### config.mk
export PLATFORM = sky130hd
export DESIGN_NAME = cslc_mac
export DESIGN_NICKNAME = d
export VERILOG_FILES = /design/src/design/cslc_pkg.sv /design/src/design/cslc_mac.sv
export SDC_FILE = /design/constraint.sdc
export NUM_CORES = 1
export LEC_CHECK = 0
export BUFFER_PORTS_ARGS = -buffer_cell sky130_fd_sc_hd__buf_4
export CORE_ASPECT_RATIO = 1.75
export CORE_UTILIZATION = 64
export DETAILED_ROUTE_END_ITERATION = 10
export PLACE_DENSITY_LB_ADDON = 0.3
export SYNTH_ARGS = -nofsm -noshare
export SYNTH_HDL_FRONTEND = slang
export SYNTH_SLANG_ARGS = --single-unit
### constraint.sdc
create_clock -name i_clk -period 11.6 [get_ports i_clk]
set_clock_uncertainty 0.15 [all_clocks]
set_input_delay 1.74 -clock i_clk [delete_from_list [all_inputs] [get_ports i_clk]]
set_output_delay 1.74 -clock i_clk [all_outputs]
set_load 0.01 [all_outputs]
### src/design/cslc_pkg.sv
// Shared types and constants for the cone and line-of-sight checker.
// No dependencies; imported by every module of the block except the map memory.
`timescale 1ns / 1ps

package cslc_pkg;

    // result codes
    localparam logic [2:0] OC_SEEN    = 3'd0;
    localparam logic [2:0] OC_RANGE   = 3'd1;
    localparam logic [2:0] OC_CONE    = 3'd2;
    localparam logic [2:0] OC_BLOCKED = 3'd3;
    localparam logic [2:0] OC_OFFMAP  = 3'd4;
    localparam logic [2:0] OC_WRITE   = 3'd5;

    // configuration register indexes
    localparam logic [1:0] CFG_MAP_WIDTH  = 2'd0;
    localparam logic [1:0] CFG_MAP_HEIGHT = 2'd1;
    localparam logic [1:0] CFG_RANGE_SQ   = 2'd2;
    localparam logic [1:0] CFG_CONE_COS   = 2'd3;

    localparam logic OP_WRITE = 1'b0;
    localparam logic OP_QUERY = 1'b1;

    localparam int MAC_W = 42;

    typedef struct packed {
        logic [6:0]  col_count;
        logic [6:0]  row_count;
        logic [13:0] range_sq;
        logic [16:0] cone_cos_sq;
    } t_cfg;

    // one multiply-accumulate step
    typedef struct packed {
        logic               en;
        logic               acc;    // 1: add to accumulator, 0: load
        logic               shift;  // product shifted left by 12
        logic signed [17:0] a;
        logic signed [17:0] b;
    } t_mac_cmd;

endpackage

### src/design/cslc_mac.sv
// Shared signed 18x18 multiply-accumulate unit with a 42-bit accumulator.
// Depends on cslc_pkg (t_mac_cmd, MAC_W).
`timescale 1ns / 1ps

module cslc_mac import cslc_pkg::*; (
    input  logic                    i_clk,
    input  t_mac_cmd                i_cmd,
    output logic signed [MAC_W-1:0] o_acc
);

    logic signed [35:0]      w_prod;
    logic signed [MAC_W-1:0] w_addend;
    logic signed [MAC_W-1:0] r_acc;

    assign w_prod   = i_cmd.a * i_cmd.b;
    assign w_addend = i_cmd.shift ? (MAC_W'(w_prod) <<< 12) : MAC_W'(w_prod);

    always_ff @(posedge i_clk) begin
        if (i_cmd.en) begin
            r_acc <= (i_cmd.acc ? r_acc : '0) + w_addend;
        end
    end

    assign o_acc = r_acc;

endmodule

# Yosys cells after proc, flatten, opt, wreduce, memory -nomap -nowiden
# Cells that the tools add are included.
# op_classes
mux	2
add_sub_neg	1
multipliers	1
# op_table
operator	count
$mux 42	2
$add 42x42->42	1
$mul 18x18->36	1
# totals
output_inout_bits	42
wordCells	5
input_bits	40
register_bits	42

# Logic depth before layout (Yosys ltp)
# Gate-level depths: netlist of run 1.
# logic_depth
ltp_word	3
depth_mapped	36
mapped_depth_nobuf	34

# Least setup slack after synthesis of run 1
# Ideal clock, no wire load.
# synth_path
path_type	input-to-reg
from	in i_cmd[35] (netlist name)
to	reg r_acc[39], in the netlist o_acc[39] (data pin)
path_buffers	3
path_slack_ns	2.188
setup_time_ns	0.266
t_required_ns	11.184
arrival_ns	8.997
path_stages	34
path_cell_list	clkbuf_1 clkbuf_1 nand2_1 fa_1 inv_1 fa_1 inv_1 fa_1 fa_1 inv_1 fa_1 inv_1 fa_1 inv_1 ha_1 clkbuf_1 a21o_1 a21o_1 a21o_1 a31oi_1 nand3b_1 a221o_1 nor4b_1 nor4_1 a21oi_1 ha_1 a21o_1 a21o_1 a21o_1 a21oi_1 o21ai_0 a21oi_1 o221a_2 o211ai_1
# synth_via
elab_chain_cells	3
# synth_lines
item	line	source
from (decl)	cslc_mac.sv:7	input t_mac_cmd i_cmd,
$mul 18x18->36	cslc_mac.sv:15	assign w_prod = i_cmd.a * i_cmd.b;
$mux 42	cslc_mac.sv:16	assign w_addend = i_cmd.shift ? (MAC_W'(w_prod) <<< 12) : MAC_W'(w_prod);
$add 42x42->42	cslc_mac.sv:20	r_acc <= (i_cmd.acc ? r_acc : '0) + w_addend;
to (signal assigned)	cslc_mac.sv:20	
to (decl)	cslc_mac.sv:13	logic signed [MAC_W-1:0] r_acc;
# Every way passes these cells.
# A chain may end at the register's enable or synchronous reset.

# Worst setup path after layout of run 1
# layout_path
from	in i_cmd[25] (netlist name)
to	reg r_acc[40], in the netlist o_acc[40] (data pin)
# Same word-level chain as after synthesis.

==> impl_results.md, run 1 <==
* Run status: finished clean
* Synthesized instance count at 1780
* Worst Reg2Reg Path Length in Cells at 13
* WHS Path Cells at 2
* Sequential element share of the synthesized area at 7.73%
* Hold Path Sink: o_acc[0]
* Worst setup SP type: input port
* Initial antenna violation count at 0
* Critical Path RT at 11.51 ns
* DRT iter0 DRCs at 543
* Max Slew Vio Count at 0
* Post-DP HPWL at 32500 um
* Pre-antenna DRT Iters at 4
* Syn Nets at 2284
* WS Path Type: in2reg
* FILL cells at 2023
* CP max stage cell: fa_1
* CTS sink count at 42
* RSZ-0062 raised after global routing: no
* CTS buffer count at 5
* Top cell type's share of synthesized area at 40.5%
* H-tree Lvls at 2
* Starting density of the core at 64.9%
* Min-delay src: o_acc[0]
* CP peak stage delay at 0.56 ns
* Crit-path max FO at 18
* Max Cap Viol at 0
* # diodes at 0
* Worst R2R Setup Slack at 8.02 ns
* Syn_area_per_cell at 9.17 um^2
* Drt wl/cell at 18.4 um
* Post-synth top cells: inv_1 (378), fa_1 (330), and2_1 (215)
* Most used cell, CP: fa_1
* GRT Overall Usage at 32.9%
* Reg clk slew, reported paths at 0.07 ns
* DRC errors left at 0
* Crit path DAT at 9.72 ns
* Post-place instance area at 0.0171 mm^2
* Port Buf Inserts at 81
* Clk_lat worst skew at 0.30 ns
* Cts hold-fix bufs at 0
* Crit. Startpoint: i_cmd[25]
* Nets at 2312
* Leading post-synthesis cells by cell area: fa_1 (40%), ha_1 (10%), inv_1 (8.7%)
* Horizontal die dimension at 123 um
* Vias per inst at 5.77
* Crit. End Element: flip-flop
* Largest net degree at the start of global routing at 43
* Max FFs per register at 42
* Die Ht at 213 um
* Post-cts sizing count at 0
* Slew margin rel. at 56.2%
* Final setup viols at 0
* CTS tree: done
* First-pass GRT wire length at 65900 um
* Total Wirelength at 39000 um
* I/O Pins at 82
* Root buf cell: clkbuf_16
* Worst r2r dst: o_acc[40]
* Setup TNS at 0 ns
* Post-Syn Area at 0.0163 mm^2
* Worst min-delay path class: reg2reg
* GP Congestion at 0.964
* Final Util at 68.5%
* Cell Rows at 77
* Core area at 0.0251 mm^2
* DIE AREA at 0.0262 mm^2
* Async SR Flop Fraction at 0%
* P&R area growth vs syn at 5.61%
* Crit path time final at 9.81 ns
* Longest Clk Path Bufs at 2
* Post-route ant nets at 0
* Post-synth cell types at 68
* R2R Path Start: o_acc[0]
* Final worst path period share at 84.6%
* Fraction of layout cells with a size suffix above 1 at 6.74%
* Prevailing post-synth register cell: edfxtp_1
* Final instance area at 0.0172 mm^2
* Synth area leader: fa_1
* Post-CTS Setup Bufs at 0
* Post-synth EDFFs at 42
* YS warnings at 0
* Final Hold Fails at 0
* Max Fclk at 0.102 GHz
* Total gr overflow at 0
* Register bit total from synthesis at 42
* Worst Hold Margin at 0.588 ns
* Cell with the most instances after synthesis: inv_1
* Number of global-route vias before repair at 13622
* Worst Tran Pin Value at 0.657 ns
* Via count at 12263
-- area by class of cell --
type,count,area [um^2],area share (%)
clock buffer,5,125,0.726
multi-input combinational,1299,13400,77.8
clock inverter,3,11.3,0.0654
tap,316,395,2.29
inverter,379,1420,8.26
timing repair buffer,81,608,3.53
sequential,42,1260,7.32
-- kinds of logic after synthesis --
family          share of synthesized area [%]
compound gates                           10.1
fa+ha+maj                                50.8
mux                                     0.890
xor+xnor                                 3.76
simple gates                             16.7
buf+inv                                  10.1
flops                                    7.73
-- metrics by stage --
stage | instances | setup slack, ns
after floorplan | 1780 | 2.19
after global placement | 2117 | 1.73
after detailed placement | 2117 | 1.57
after CTS | 2125 | 1.88
after global routing | 2125 | 1.36
final | 2125 | 1.79
-- critical path, delay by kind of cell --
kind | cells | cell delay (ns)
buffers and inverters | 5 | 0.41
muxes | 1 | 0.26
adders and majority gates | 8 | 3.72
xor gates and xnor gates | 2 | 0.64
AOI/OAI and AO/OA | 11 | 2.53
and+or+nand+nor | 3 | 0.42
-- how the worst max path moves through the flow --
stage | to | slack (ns) | depth (start not counted)
2_1_floorplan | o_acc[39] | 2.19 | 34
3_3_place_gp | o_acc[40] | 1.73 | 28
3_5_place_dp | o_acc[40] | 1.57 | 30
4_1_cts | o_acc[40] | 1.88 | 30
5_1_grt | o_acc[38] | 1.36 | 33
6_report | o_acc[40] | 1.79 | 30
-- cells in the final DEF, fill, tap and decap left out, types with 4 or more instances in the layout --
master	synthesis	routed
buf_4	0	81
o211ai_1	8	8
a21o_1	43	43
and2_1	215	215
nand2b_1	9	9
mux2i_1	10	10
ha_1	134	134
edfxtp_1	42	42
xor2_1	22	22
fa_1	330	330
nand3_1	12	12
inv_1	378	378
or2_2	6	6
and3_1	14	14
a31oi_1	8	8
nor2b_1	13	13
o21bai_1	10	10
nor2_1	49	49
o21a_1	15	15
xnor2_1	48	48
a21oi_1	60	60
clkbuf_16	0	5
mux2_2	4	4
nor3_1	10	10
a211oi_1	9	9
nand2_1	170	170
nand4_1	8	8
o21ai_0	33	33
-- routing by layer --
metal  routed length (um)  global-route usage, %  vias up
met2                21000                   59.0      405
li1                     -                      -     5544
met4                 1970                   18.9        0
met3                 1980                   3.90      109
met1                14100                   37.1     6205
met5                    0                      0        -
Power of run 1 is not shown: default switching activity piles up to over one toggle a cycle in this logic, so the estimate is an artifact.
==> run 2, diff against run 1 <==
- CORE_UTILIZATION: 64 -> 59
- clock period: 11.6 -> 7.95 ns (I/O delays scaled with it)
==> impl_results.md, run 2 (synthesis gave the netlist of run 1 again) <==
* CP max stage cell: fa_1
* CTS tree: done
* Core area at 0.0272 mm^2
* P&R area growth vs syn at 26.1%
* Pre-antenna DRT Iters at 5
* Critical Path RT at 7.85 ns
* Cts hold-fix bufs at 0
* Min-delay src: o_acc[0]
* GRT Overall Usage at 32.9%
* Worst Tran Pin Value at 0.581 ns
* Clk_lat worst skew at 0.30 ns
* Max Slew Vio Count at 0
* WS Path Type: in2reg
* Worst R2R Setup Slack at 4.43 ns
* Fraction of layout cells with a size suffix above 1 at 26.4%
* Most common cell after layout, fill and taps aside: inv_1
* Most used cell, CP: fa_1
* Final setup viols at 23
* Initial antenna violation count at 0
* Slew margin rel. at 61.2%
* Crit path DAT at 8.34 ns
* Worst setup SP type: input port
* Reg clk slew, reported paths at 0.06 ns
* Crit-path leading delay family: adder cells
* Max Fclk at 0.118 GHz
* Cell Rows at 80
* Max Cap Viol at 0
* CTS sink count at 42
* DRT iter0 DRCs at 625
* Buf/Inv on CP at 8
* Number of global-route vias before repair at 15338
* Most frequent cells in the layout: inv_1 (366), buf_4 (345), fa_1 (312)
* Horizontal die dimension at 128 um
* RSZ-0062 raised after global routing: yes
* H-tree Lvls at 2
* Worst Reg2Reg Path Length in Cells at 13
* Largest net degree at the start of global routing at 43
* Crit path time final at 8.44 ns
* GP Congestion at 0.909
* Post-DP HPWL at 36800 um
* Total Wirelength at 45700 um
* Post-route ant nets at 0
* Worst r2r dst: o_acc[40]
* DIE AREA at 0.0284 mm^2
* Via count at 13751
* Run status: finished with violations
* Final Instance Count excl. Fillers at 2488
* Nets at 2622
* Drt wl/cell at 18.4 um
* Failing checks: negative setup slack
* Longest Clk Path Bufs at 2
* Starting density of the core at 59.9%
* Crit-path max FO at 6
* Total gr overflow at 0
* Hold Path Sink: o_acc[0]
* Max FFs per register at 42
* Worst min-delay path class: reg2reg
* R2R Path Start: o_acc[0]
* Final setup margin at -0.489 ns
* I/O Pins at 82
* Crit. End Element: flip-flop
* # diodes at 0
* Root buf cell: clkbuf_16
* Final Hold Fails at 0
* DRC errors left at 0
* CP peak stage delay at 0.53 ns
* Die Ht at 222 um
* Final worst path period share at 106%
* Setup TNS at -7.22 ns
* Vias per inst at 5.53
* CTS buffer count at 5
* Worst Hold Margin at 0.560 ns
* WHS Path Cells at 2
* First-pass GRT wire length at 72900 um
* Cell Count Post-Placement at 2452
* Port Buf Inserts at 81
[run 2: how the worst max path moves through the flow]
stage / to / from / cells after the start
finish: o_acc[37] / i_cmd[21] / 33
global route: o_acc[41] / i_cmd[23] / 31
CTS: o_acc[39] / i_cmd[25] / 32
detailed placement: o_acc[41] / i_cmd[7] / 33
global placement: o_acc[41] / i_cmd[7] / 33
floorplan: o_acc[39] / i_cmd[35] / 34
[run 2: tightest hold or removal path, delay by kind of cell (launching register included)]
kind                     cells  cell delay (ns)
flip-flops                   1             0.35
AND/OR/NAND/NOR              1             0.13
adder cells (fa/ha/maj)      1             0.12
[run 2: cell type report]
type                    count  area, um^2
repair buffers            391        3170
multi-input cells        1299       14100
fillers                  1853        6660
well taps                 369         462
flip-flops and latches     42        1260
clock inverters             2        8.76
inverters                 379        1420
clock buffers               6         129
[run 2: what timing repair did]
action	CTS	global route
endpoints found under the setup margin	24	25
setup buffers	18	10
pin swaps	75	51
resized for setup	101	79
[run 2: metrics by stage]
stage	util, %	worst slack, ns	area [um^2]
finish	75.6	-0.489	20600
global route	75.6	-0.750	20600
CTS	73.8	-0.352	20100
detailed placement	71.5	-0.980	19500
global placement	71.5	-0.871	19500
floorplan	-	-0.538	16600
[run 2: routing by layer]
metal	vias to the layer above	global-route usage (%)	part of all wire (%)
met3	177	2.12	3.5
met5	-	0	0
met2	447	62.5	55
li1	6167	-	-
met4	0	18.6	6.4
met1	6960	35.5	35
Power of run 2 is left out for the same reason.
