**src/design/cslc_pkg.sv**
```systemverilog
// Shared types and constants for the cone and line-of-sight checker.
// No dependencies; imported by every module of the block except the map memory.
`timescale 1ns / 1ps

package cslc_pkg;

    // result codes
    localparam logic [2:0] OC_SEEN    = 3'd0;
    localparam logic [2:0] OC_RANGE   = 3'd1;
    localparam logic [2:0] OC_CONE    = 3'd2;
    localparam logic [2:0] OC_BLOCKED = 3'd3;
    localparam logic [2:0] OC_OFFMAP  = 3'd4;
    localparam logic [2:0] OC_WRITE   = 3'd5;

    // configuration register indexes
    localparam logic [1:0] CFG_MAP_WIDTH  = 2'd0;
    localparam logic [1:0] CFG_MAP_HEIGHT = 2'd1;
    localparam logic [1:0] CFG_RANGE_SQ   = 2'd2;
    localparam logic [1:0] CFG_CONE_COS   = 2'd3;

    localparam logic OP_WRITE = 1'b0;
    localparam logic OP_QUERY = 1'b1;

    localparam int MAC_W = 42;

    typedef struct packed {
        logic [6:0]  col_count;
        logic [6:0]  row_count;
        logic [13:0] range_sq;
        logic [16:0] cone_cos_sq;
    } t_cfg;

    // one multiply-accumulate step
    typedef struct packed {
        logic               en;
        logic               acc;    // 1: add to accumulator, 0: load
        logic               shift;  // product shifted left by 12
        logic signed [17:0] a;
        logic signed [17:0] b;
    } t_mac_cmd;

endpackage

```
**src/design/cslc_seq.sv**
```systemverilog
// Sequencer: map clear pass, cell writes, cone test steps on the shared MAC,
// and the one-cell-per-cycle Bresenham walk. Depends on cslc_pkg.
`timescale 1ns / 1ps

module cslc_seq import cslc_pkg::*; #(
    parameter int GRID_SIDE = 64,
    parameter int CW        = 6
) (
    input  logic                    i_clk,
    input  logic                    i_rst_n,
    input  t_cfg                    i_cfg,
    // input words
    input  logic                    i_valid,
    output logic                    o_ready,
    input  logic                    i_operation,
    input  logic [5:0]              i_cell_x,
    input  logic [5:0]              i_cell_y,
    input  logic                    i_cell_blocked,
    input  logic [5:0]              i_agent_x,
    input  logic [5:0]              i_agent_y,
    input  logic [5:0]              i_target_x,
    input  logic [5:0]              i_target_y,
    input  logic signed [4:0]       i_facing_x,
    input  logic signed [4:0]       i_facing_y,
    // result words
    output logic                    o_valid,
    input  logic                    i_ready,
    output logic                    o_visible,
    output logic [2:0]              o_outcome,
    output logic [7:0]              o_cells_walked,
    // shared MAC
    output t_mac_cmd                o_mac,
    input  logic signed [MAC_W-1:0] i_acc,
    // map memory
    output logic                    o_we,
    output logic [2*CW-1:0]         o_waddr,
    output logic                    o_wdata,
    output logic [2*CW-1:0]         o_raddr,
    input  logic                    i_rdata
);

    localparam int AW = 2 * CW;

    localparam logic [3:0] ST_IDLE  = 4'd0;
    localparam logic [3:0] ST_CLEAR = 4'd1;
    localparam logic [3:0] ST_M0    = 4'd2;
    localparam logic [3:0] ST_M1    = 4'd3;
    localparam logic [3:0] ST_M2    = 4'd4;
    localparam logic [3:0] ST_M3    = 4'd5;
    localparam logic [3:0] ST_M4    = 4'd6;
    localparam logic [3:0] ST_M5    = 4'd7;
    localparam logic [3:0] ST_M6    = 4'd8;
    localparam logic [3:0] ST_M7    = 4'd9;
    localparam logic [3:0] ST_M8    = 4'd10;
    localparam logic [3:0] ST_M9    = 4'd11;
    localparam logic [3:0] ST_CMP   = 4'd12;
    localparam logic [3:0] ST_WALK  = 4'd13;
    localparam logic [3:0] ST_OUT   = 4'd14;

    logic [3:0]        r_state, n_state;
    logic [AW-1:0]     r_clr, n_clr;
    logic [5:0]        r_ax, n_ax, r_ay, n_ay, r_tx, n_tx, r_ty, n_ty;
    logic signed [4:0] r_fx, n_fx, r_fy, n_fy;
    logic [12:0]       r_dist, n_dist;
    logic [11:0]       r_dot, n_dot;
    logic [9:0]        r_dir, n_dir;
    logic [21:0]       r_lhs, n_lhs;
    logic [22:0]       r_t, n_t;
    logic [5:0]        r_x, n_x, r_y, n_y;
    logic signed [8:0] r_err, n_err;
    logic              r_sx, n_sx, r_sy, n_sy;
    logic [6:0]        r_walked, n_walked;
    logic              r_vis, n_vis;
    logic [2:0]        r_outcome, n_outcome;

    logic signed [6:0] w_vx, w_vy;
    logic [5:0]        w_adx, w_ady;
    logic [6:0]        w_w, w_h;
    logic              w_offmap, w_at_target, w_at_agent;
    logic signed [9:0] w_e2, w_err_nx;
    logic              w_step_x, w_step_y;
    logic [5:0]        w_nx, w_ny;

    assign w_vx  = $signed({1'b0, r_tx}) - $signed({1'b0, r_ax});
    assign w_vy  = $signed({1'b0, r_ty}) - $signed({1'b0, r_ay});
    assign w_adx = w_vx[6] ? 6'(-w_vx) : w_vx[5:0];
    assign w_ady = w_vy[6] ? 6'(-w_vy) : w_vy[5:0];

    // map size saturates at the store side
    assign w_w = (32'(i_cfg.col_count) > GRID_SIDE) ? 7'(GRID_SIDE) : i_cfg.col_count;
    assign w_h = (32'(i_cfg.row_count) > GRID_SIDE) ? 7'(GRID_SIDE) : i_cfg.row_count;

    assign w_offmap    = ({1'b0, r_x} >= w_w) || ({1'b0, r_y} >= w_h);
    assign w_at_target = (r_x == r_tx) && (r_y == r_ty);
    assign w_at_agent  = (r_x == r_ax) && (r_y == r_ay);

    // Bresenham step; dy is -|vy|
    assign w_e2     = 10'(r_err) <<< 1;
    assign w_step_x = (w_e2 >= -$signed({4'b0, w_ady}));
    assign w_step_y = (w_e2 <= $signed({4'b0, w_adx}));
    assign w_err_nx = 10'(r_err)
                    - (w_step_x ? $signed({4'b0, w_ady}) : 10'sd0)
                    + (w_step_y ? $signed({4'b0, w_adx}) : 10'sd0);
    assign w_nx = w_step_x ? (r_sx ? r_x + 6'd1 : r_x - 6'd1) : r_x;
    assign w_ny = w_step_y ? (r_sy ? r_y + 6'd1 : r_y - 6'd1) : r_y;

    always_comb begin
        n_state   = r_state;
        n_clr     = r_clr;
        n_ax      = r_ax;
        n_ay      = r_ay;
        n_tx      = r_tx;
        n_ty      = r_ty;
        n_fx      = r_fx;
        n_fy      = r_fy;
        n_dist    = r_dist;
        n_dot     = r_dot;
        n_dir     = r_dir;
        n_lhs     = r_lhs;
        n_t       = r_t;
        n_x       = r_x;
        n_y       = r_y;
        n_err     = r_err;
        n_sx      = r_sx;
        n_sy      = r_sy;
        n_walked  = r_walked;
        n_vis     = r_vis;
        n_outcome = r_outcome;

        o_ready   = 1'b0;
        o_mac     = '0;
        o_we      = 1'b0;
        o_waddr   = {CW'(i_cell_y), CW'(i_cell_x)};
        o_wdata   = i_cell_blocked;
        o_raddr   = {CW'(r_y), CW'(r_x)};

        case (r_state)
            ST_CLEAR: begin
                o_we    = 1'b1;
                o_waddr = r_clr;
                o_wdata = 1'b0;
                n_clr   = r_clr + AW'(1);
                if (r_clr == {AW{1'b1}}) begin
                    n_state = ST_IDLE;
                end
            end
            ST_IDLE: begin
                o_ready = 1'b1;
                if (i_valid) begin
                    n_walked = '0;
                    n_vis    = 1'b0;
                    if (i_operation == OP_WRITE) begin
                        // cells beyond the store are dropped
                        o_we      = (32'(i_cell_x) < GRID_SIDE) && (32'(i_cell_y) < GRID_SIDE);
                        n_outcome = OC_WRITE;
                        n_state   = ST_OUT;
                    end else begin
                        n_ax    = i_agent_x;
                        n_ay    = i_agent_y;
                        n_tx    = i_target_x;
                        n_ty    = i_target_y;
                        n_fx    = i_facing_x;
                        n_fy    = i_facing_y;
                        n_state = ST_M0;
                    end
                end
            end
            ST_M0: begin
                o_mac   = '{en: 1'b1, acc: 1'b0, shift: 1'b0, a: 18'(w_vx), b: 18'(w_vx)};
                n_state = ST_M1;
            end
            ST_M1: begin
                o_mac   = '{en: 1'b1, acc: 1'b1, shift: 1'b0, a: 18'(w_vy), b: 18'(w_vy)};
                n_state = ST_M2;
            end
            ST_M2: begin
                n_dist = i_acc[12:0];
                if (i_acc[12:0] == 13'd0 || {1'b0, i_acc[12:0]} > i_cfg.range_sq) begin
                    n_outcome = OC_RANGE;
                    n_state   = ST_OUT;
                end else begin
                    o_mac   = '{en: 1'b1, acc: 1'b0, shift: 1'b0, a: 18'(r_fx), b: 18'(w_vx)};
                    n_state = ST_M3;
                end
            end
            ST_M3: begin
                o_mac   = '{en: 1'b1, acc: 1'b1, shift: 1'b0, a: 18'(r_fy), b: 18'(w_vy)};
                n_state = ST_M4;
            end
            ST_M4: begin
                n_dot = i_acc[11:0];
                if (i_acc[MAC_W-1]) begin
                    n_outcome = OC_CONE;
                    n_state   = ST_OUT;
                end else begin
                    o_mac   = '{en: 1'b1, acc: 1'b0, shift: 1'b0, a: 18'(r_fx), b: 18'(r_fx)};
                    n_state = ST_M5;
                end
            end
            ST_M5: begin
                o_mac   = '{en: 1'b1, acc: 1'b1, shift: 1'b0, a: 18'(r_fy), b: 18'(r_fy)};
                n_state = ST_M6;
            end
            ST_M6: begin
                n_dir   = i_acc[9:0];
                o_mac   = '{en: 1'b1, acc: 1'b0, shift: 1'b0, a: 18'(r_dot), b: 18'(r_dot)};
                n_state = ST_M7;
            end
            ST_M7: begin
                n_lhs   = i_acc[21:0];
                o_mac   = '{en: 1'b1, acc: 1'b0, shift: 1'b0, a: 18'(r_dir), b: 18'(r_dist)};
                n_state = ST_M8;
            end
            ST_M8: begin
                // cone * dir * dist, split into low 12 and high 11 bits
                n_t     = i_acc[22:0];
                o_mac   = '{en: 1'b1, acc: 1'b0, shift: 1'b0,
                            a: 18'(i_cfg.cone_cos_sq), b: 18'(i_acc[11:0])};
                n_state = ST_M9;
            end
            ST_M9: begin
                o_mac   = '{en: 1'b1, acc: 1'b1, shift: 1'b1,
                            a: 18'(i_cfg.cone_cos_sq), b: 18'(r_t[22:12])};
                n_state = ST_CMP;
            end
            ST_CMP: begin
                if ({3'b0, r_lhs, 16'b0} < i_acc[40:0]) begin
                    n_outcome = OC_CONE;
                    n_state   = ST_OUT;
                end else begin
                    n_x     = r_ax;
                    n_y     = r_ay;
                    n_sx    = (r_ax < r_tx);
                    n_sy    = (r_ay < r_ty);
                    n_err   = $signed({3'b0, w_adx}) - $signed({3'b0, w_ady});
                    o_raddr = {CW'(r_ay), CW'(r_ax)};
                    n_state = ST_WALK;
                end
            end
            ST_WALK: begin
                // i_rdata belongs to (r_x, r_y); fetch the next cell meanwhile
                n_walked = r_walked + 7'd1;
                o_raddr  = {CW'(w_ny), CW'(w_nx)};
                if (w_offmap) begin
                    n_outcome = OC_OFFMAP;
                    n_state   = ST_OUT;
                end else if (w_at_target) begin
                    n_vis     = 1'b1;
                    n_outcome = OC_SEEN;
                    n_state   = ST_OUT;
                end else if (i_rdata && !w_at_agent) begin
                    n_outcome = OC_BLOCKED;
                    n_state   = ST_OUT;
                end else begin
                    n_x   = w_nx;
                    n_y   = w_ny;
                    n_err = 9'(w_err_nx);
                end
            end
            ST_OUT: begin
                if (i_ready) begin
                    n_state = ST_IDLE;
                end
            end
            default: begin
                n_state = ST_IDLE;
            end
        endcase
    end

    always_ff @(posedge i_clk) begin
        if (!i_rst_n) begin
            r_state <= ST_CLEAR;
            r_clr   <= '0;
        end else begin
            r_state <= n_state;
            r_clr   <= n_clr;
        end
    end

    always_ff @(posedge i_clk) begin
        r_ax      <= n_ax;
        r_ay      <= n_ay;
        r_tx      <= n_tx;
        r_ty      <= n_ty;
        r_fx      <= n_fx;
        r_fy      <= n_fy;
        r_dist    <= n_dist;
        r_dot     <= n_dot;
        r_dir     <= n_dir;
        r_lhs     <= n_lhs;
        r_t       <= n_t;
        r_x       <= n_x;
        r_y       <= n_y;
        r_err     <= n_err;
        r_sx      <= n_sx;
        r_sy      <= n_sy;
        r_walked  <= n_walked;
        r_vis     <= n_vis;
        r_outcome <= n_outcome;
    end

    assign o_valid        = (r_state == ST_OUT);
    assign o_visible      = r_vis;
    assign o_outcome      = r_outcome;
    assign o_cells_walked = 8'(r_walked);

    a_seen_walked: assert property (@(posedge i_clk) disable iff (!i_rst_n)
        (o_valid && o_outcome == OC_SEEN) |-> (o_visible && o_cells_walked >= 8'd2))
        else $error("seen result without a walk of two or more cells");

    a_early_no_walk: assert property (@(posedge i_clk) disable iff (!i_rst_n)
        (o_valid && (o_outcome == OC_RANGE || o_outcome == OC_CONE ||
                     o_outcome == OC_WRITE))
        |-> (o_cells_walked == 8'd0 && !o_visible))
        else $error("early result carries a walk count or visible flag");

    a_clear_quiet: assert property (@(posedge i_clk) disable iff (!i_rst_n)
        (r_state == ST_CLEAR) |-> (!o_ready && !o_valid && o_we))
        else $error("handshake active during map clear");

    a_walk_bound: assert property (@(posedge i_clk) disable iff (!i_rst_n)
        (r_state == ST_WALK) |-> (r_walked < 7'd64))
        else $error("line walk ran past the longest possible line");

endmodule

```
**config.mk**
```make
export PLATFORM = sky130hd
export DESIGN_NAME = cslc_seq
export DESIGN_NICKNAME = d
export VERILOG_FILES = /design/src/design/cslc_pkg.sv /design/src/design/cslc_seq.sv
export SDC_FILE = /design/constraint.sdc
export NUM_CORES = 1
export LEC_CHECK = 0
export ABC_AREA = 1
export BUFFER_PORTS_ARGS = -buffer_cell sky130_fd_sc_hd__buf_2
export CAP_MARGIN = 20
export CORE_AREA = 2 2 154 156
export CTS_BUF_LIST = sky130_fd_sc_hd__clkbuf_4 sky130_fd_sc_hd__clkbuf_8
export DETAILED_ROUTE_END_ITERATION = 7
export DIE_AREA = 0 0 156 158
export PLACE_DENSITY_LB_ADDON = 0.08
export REMOVE_ABC_BUFFERS = 1
export SLEW_MARGIN = 20
export SYNTH_ARGS = -nofsm -noshare
export SYNTH_HDL_FRONTEND = slang
export SYNTH_SLANG_ARGS = --single-unit
```
**constraint.sdc**
```tcl
create_clock -name i_clk -period 16.1 [get_ports i_clk]
set_clock_uncertainty 0.2 [all_clocks]
set_input_delay 0 -clock i_clk [delete_from_list [all_inputs] [get_ports i_clk]]
set_output_delay 0 -clock i_clk [all_outputs]
set_load 0.03 [all_outputs]
```
## After elaboration in Yosys (flattened, before gate mapping)

Index checks and enable logic that the tools add are counted.

| operators by class | value |
|---|---|
| $add $sub $neg | 14 |
| multiply operators | 0 |
| divide/modulo/power cells | 0 |
| magnitude comparators | 10 |
| equal/unequal tests | 32 |
| shift operators | 0 |
| multiplexer cells | 62 |
| bitwise gates (word level) | 1 |
| reductions and logical operators | 18 |

Operators by type and width:

| operator | count |
|---|---|
| $pmux 39 s10 | 1 |
| $mux 6 | 16 |
| $mux 39 | 2 |
| $pmux 4 s15 | 1 |
| $lt 38x41->1 | 1 |
| $mux 4 | 9 |
| $mux 9 | 4 |
| $eq 4x4->1 const B | 7 |
| $eq 6x6->1 | 4 |
| $mux 12 | 2 |
| $mux 3 | 8 |
| $pmux 12 s2 | 1 |
| $pmux 6 s2 | 2 |
| $ne 2x2->1 const B | 11 |
| $mux 7 | 3 |
| $sub 6x6->7 | 3 |
| $pmux 9 s2 | 1 |
| $eq 4x3->1 const B | 4 |
| $pmux 3 s5 | 1 |
| $ge 6x7->1 | 2 |
| $gt 13x14->1 | 1 |
| $gt 7x7->1 const B | 2 |
| $pmux 7 s2 | 1 |
| $logic_not 13->1 | 1 |
| other kinds (31) | 49 |

| word-level totals | value |
|---|---|
| register bits after elaboration | 164 |
| latch bits | 0 |
| RAM bits | 0 |
| bits in read-only memories | 0 |
| bits of input ports | 140 |
| word-level logic and storage cells | 158 |
| memories kept | 0 |

## Depth between registers and ports, before layout

| logic depth | value |
|---|---|
| depth after elaboration | 12 |
| mapped depth | 37 |

## Worst setup path before layout

No wires, ideal clock.

| timing | value |
|---|---|
| path kind | register to register |
| start point | register r_ay[0] |
| end point | register r_err[8] (data pin) |
| setup time | 0.262 ns |
| arrival | 5.318 ns |
| setup slack | 10.320 ns |
| cell stages (with the launch flop) | 33 |
| period minus slack after synthesis | 5.780 ns |
| cell sequence | edfxtp_1 -> ha_1 -> fa_1 -> ha_1 -> nand3_1 -> nand2_1 -> inv_1 -> ha_1 -> nand4_1 -> nand2_1 -> ha_1 -> nand2_1 -> o21ai_0 -> a21oi_2 -> nand2_4 -> nand2_4 -> nand3_4 -> buf_12 -> nand2_1 -> inv_1 -> fa_1 -> inv_1 -> fa_1 -> nand3_1 -> nand3_1 -> nand2_1 -> nand2_1 -> a21oi_1 -> nor2_1 -> o21ai_0 -> nand3_1 -> nand2_1 -> o21ai_0 |

| between the ends | value |
|---|---|
| word-level cells in the longest chain between the ends | 12 |
| elaborated cells on any way between the ends | 14 |
| those cells by class | add/sub (6); order compare (1); mux (7) |

Ends and longest elaborated chain:

| element | line | text |
|---|---|---|
| start: declaration | cslc_seq.sv:62 | `logic [5:0] r_ax, n_ax, r_ay, n_ay, r_tx, n_tx, r_ty, n_ty;` |
| start signal: assignment | cslc_seq.sv:283 | `r_ay <= n_ay;` |
| $sub 6x6->7 (*) | cslc_seq.sv:85 | `assign w_vy = $signed({1'b0, r_ty}) - $signed({1'b0, r_ay});` |
| $neg 6->6 | cslc_seq.sv:87 | `assign w_ady = w_vy[6] ? 6'(-w_vy) : w_vy[5:0];` |
| $mux 6 (*) | cslc_seq.sv:87 |  |
| $neg 6->10 | cslc_seq.sv:99 | `assign w_step_x = (w_e2 >= -$signed({4'b0, w_ady}));` |
| $ge 10x10->1 | cslc_seq.sv:99 |  |
| $mux 6 | cslc_seq.sv:102 | `- (w_step_x ? $signed({4'b0, w_ady}) : 10'sd0)` |
| $sub 9x7->9 | cslc_seq.sv:102 |  |
| $add 9x7->9 | cslc_seq.sv:103 | `+ (w_step_y ? $signed({4'b0, w_adx}) : 10'sd0);` |
| $mux 9 | cslc_seq.sv:251 | `end else if (i_rdata && !w_at_agent) begin` |
| $mux 9 | cslc_seq.sv:247 | `end else if (w_at_target) begin` |
| $mux 9 | cslc_seq.sv:244 | `if (w_offmap) begin` |
| $pmux 9 s2 (*) | cslc_seq.sv:137 | `case (r_state)` |
| net n_err[8] | cslc_seq.sv:70 | `logic signed [8:0] r_err, n_err;` |
| end signal: assignment | cslc_seq.sv:295 | `r_err <= n_err;` |
| end: declaration | cslc_seq.sv:70 |  |

Mark *: on every way through the listed nets, which the timed path passes. The rest lies on a longest branch. The select of a mux whose other input is x is not followed.
A chain may end at the register's enable or synchronous reset.

## Worst setup path in the final report

Ends and elaborated chain as after synthesis.

==> flow_summary.toml <==
[outcome]
outcome = "finished, final reports clean"

[clocking]
cts_tree = "built"
clk_latency_ps = 500
numClockSinks = 152
cts.path.max_buffers = 2
root_buffer = "clkbuf_8"
clkTransAtPathRegs_ps = 120
h-tree-depth = 4
numCtsBuffers = 17
post_cts_buffers = 0

[floorplan]
rows = 56
die_x_um = 156
ioPinCount = 219
core_area_um2 = 23050
initial_utilization = 0.5004
dieArea_um2 = 24650
die_h_um = 158

[cells_and_area]
diodes = 0
areaGrowthSynthToFinish_pct = 21.74
nFillCells = 2064
nNetsFinal = 1915
fin_cells = 1960
drive_gt1_frac = 0.2072

[worst_setup_path]
critical-path-slowest-cell = "fa_1"
crit_path_start_kind = "flip-flop"
cp-end-kind = "flip-flop"
crit_required_ps = 16160
slowest_delay_ps = 560
r2r_slack_ps = 9660
r2r-start = "r_ay[0]"
crit_top_cell = "nand2_1"
r2r-end = "r_err[8]"
cp_max_fo = 11
crit_type = "flip-flop to flip-flop"
arrival_ps = 6500
r2r_cells = 31

[logic_synthesis]
async_flop_share = 0
ys_seq_area_frac = 0.3818
ys_types = 62
yosys.area.top_type = "edfxtp_1"
ys.flop_type = "edfxtp_1"
synth_edf_count = 136
syn_inst = 1371
synth_area_leaders = "edfxtp_1, ha_1, nand2_1, inv_1, nor2_1"
syn_area_um2 = 11530
syn_avg_cell_area_um2 = 8.413
synth_top_cell_area_share = 0.3541
yosys_warnings = 0
ys_ff_latch = 152

[sta]
min_period_ps = 6443
finalSetupViolCount = 0
fin_crit_sh = 0.4002
max_freq_ghz = 0.1552
slew_viol_final = 0
worst_slew_pin_slew_ps = 1097
relSlewSlack = 0.2679
finalSetupTns_ps = 0
fin_ws_ps = 9657
hold_violations = 0
rsz0062_at_grt = "false"

[global_route]
antenna_found_initial = 0
grt.total_usage = 0.2752
grt_pass1_vias = 10030
gr-total-overflow = 0
grt_max_degree = 46
grt_pass1_wl_um = 51940

[power_and_ir_drop]
combPwrFrac = 0.077
peakVddDrop_mv = 0.04184
swShare = 0.2793
seq_power_share = 0.530
pwr_density_cell_nw_per_um2 = 57.52
p_sw_mw = 0.2256
pwr-share-clk = 0.393
power.internal_mw = 0.5821
cellLeakagePower_nw = 6.640

[routing]
firstDrtPassIters = 6
vias = 10350
drt_wl_total_um = 33550
drc = 0
wl_per_cell_um = 17.12
ant_nets = 0
first_iter_violations = 746
routed_via_density = 5.282

[place]
place_hpwl_um = 25360
dpl_worst_slack_ps = 9659
io_buffers = 217
placed_cells = 1854
gp_congestion = 0.8531

[flow_run]
cap_violations = 0

[hold_path]
min_to = "r_fx[3]"
hp-start = "i_facing_x[3]"
min_path_cells = 2
min_path_type = "input port to flip-flop"
[Yosys cell counts, types with 9 or more instances]
| library cell | number |
|---|---|
| nand2_1 | 284 |
| inv_1 | 213 |
| edfxtp_1 | 136 |
| ha_1 | 107 |
| nor2_1 | 101 |
| a21oi_1 | 75 |
| nand3_1 | 65 |
| o21ai_0 | 60 |
| nand4_1 | 31 |
| nor3_1 | 24 |
| xor2_1 | 23 |
| inv_2 | 18 |
| dfxtp_1 | 16 |
| xnor2_1 | 16 |
| nand2_2 | 15 |
| fa_1 | 11 |
| nand3b_1 | 11 |
| o21ai_1 | 11 |
| buf_2 | 10 |
| o211ai_1 | 10 |
| nand3_4 | 9 |
[final cells by class]
type,count,area (um2),area share
tap,290,362.8,0.02584
clock buffer,17,234.0,0.01666
multi-input combinational,959,6102,0.4346
clock inverter,15,193.9,0.01381
inverter,232,870.8,0.06202
timing repair buffer,295,1874,0.1335
sequential,152,4404,0.3136
[per-stage QoR]
| stage | util | cell area, um2 | power [mW] | hold slack (ps) |
|---|---|---|---|---|
| final | 0.6092 | 14040 | 0.8077 | 23.52 |
| after detailed placement | 0.5577 | 12860 | 0.4856 | -21.92 |
| after CTS | 0.6071 | 13990 | 0.8106 | 0.3581 |
| after global routing | 0.6092 | 14040 | 0.8318 | 7.301 |
| after global placement | 0.5577 | 12860 | 0.4847 | -21.75 |
| after floorplan | - | 11350 | 0.4571 | -101.1 |
[critical path: cells and delay by family (launching register included)]
kind                     cells  cell delay (ps)
buffers and inverters        3              230
adder cells (fa/ha/maj)      7             2630
AO/OA/AOI/OAI                5              870
AND/OR/NAND/NOR             16             1820
flip-flops                   1              430
[flip-flops by register name (all words and copies together) (netlist names), 3 cells and up]
name	flops
r_err	9
r_t	11
r_walked	7
r_state	4
r_dir	10
r_y	6
r_lhs	22
r_dot	12
r_tx	6
r_fy	5
r_fx	5
r_ay	6
r_ax	6
r_dist	13
r_ty	6
o_outcome	3
r_clr	12
r_x	6
[repair_timing]
| item | 4_1_cts | 5_1_grt |
|---|---|---|
| gates resized for setup | 0 | 0 |
| hold endpoints to repair | 156 | 2 |
| hold buffers | 71 | 2 |
[metal layers]
layer	GRT usage	routed length [um]
met5	0	0
met4	0.1031	961
met3	0.04243	1536
met2	0.4791	16500
met1	0.3468	14550
[cells by family after synthesis]
group,after synthesis,share of synthesized area
and+or+nand+nor,578,0.2406
DFF,152,0.3818
buffers and inverters,260,0.09112
other,1,0.0003251
AOI/OAI and AO/OA,217,0.1119
xor gates and xnor gates,45,0.03905
adders and majority gates,118,0.1352
[worst max path at each step]
| stage | start | to | slack [ps] |
|---|---|---|---|
| finish | r_ay[0] | r_err[8] | 9660 |
| global route | r_ax[0] | r_err[7] | 9180 |
| CTS | r_ay[0] | r_err[8] | 9670 |
| detailed placement | r_ay[0] | r_err[8] | 9660 |
| global placement | r_ay[0] | r_err[8] | 9800 |
| floorplan | r_ay[0] | r_err[8] | 10310 |
[layout by cell type, fill, tap and decap left out, types with 7 or more instances in the layout]
cell and instances:
dfxtp_1 16, nand3_2 8, clkbuf_8 17, inv_1 213, nor3_1 24, inv_2 18
nand4_1 31, nand2_2 15, nand3b_1 11, ha_1 107, nand3_4 9, a31oi_1 7
o21ai_1 11, o211ai_1 10, xor2_1 23, edfxtp_1 136, nand2_4 7, o21ai_2 8
nor2_1 98, nor4_1 8, nand3_1 65, dlygate4sd3_1 73, buf_2 217, xnor2_1 16
o21ai_0 60, nand2_1 284, a21oi_1 75, fa_1 11
[power by group through the flow]
stage | Sequential [mW] | Clock [mW] | Combinational [mW]
final | 0.428 | 0.318 | 0.0622
after global routing | 0.428 | 0.334 | 0.0696
after CTS | 0.428 | 0.321 | 0.0614
after detailed placement | 0.437 | 0 | 0.0485
after global placement | 0.437 | 0 | 0.0477
after floorplan | 0.437 | 0 | 0.0200
(Power assumes the default switching activity.)
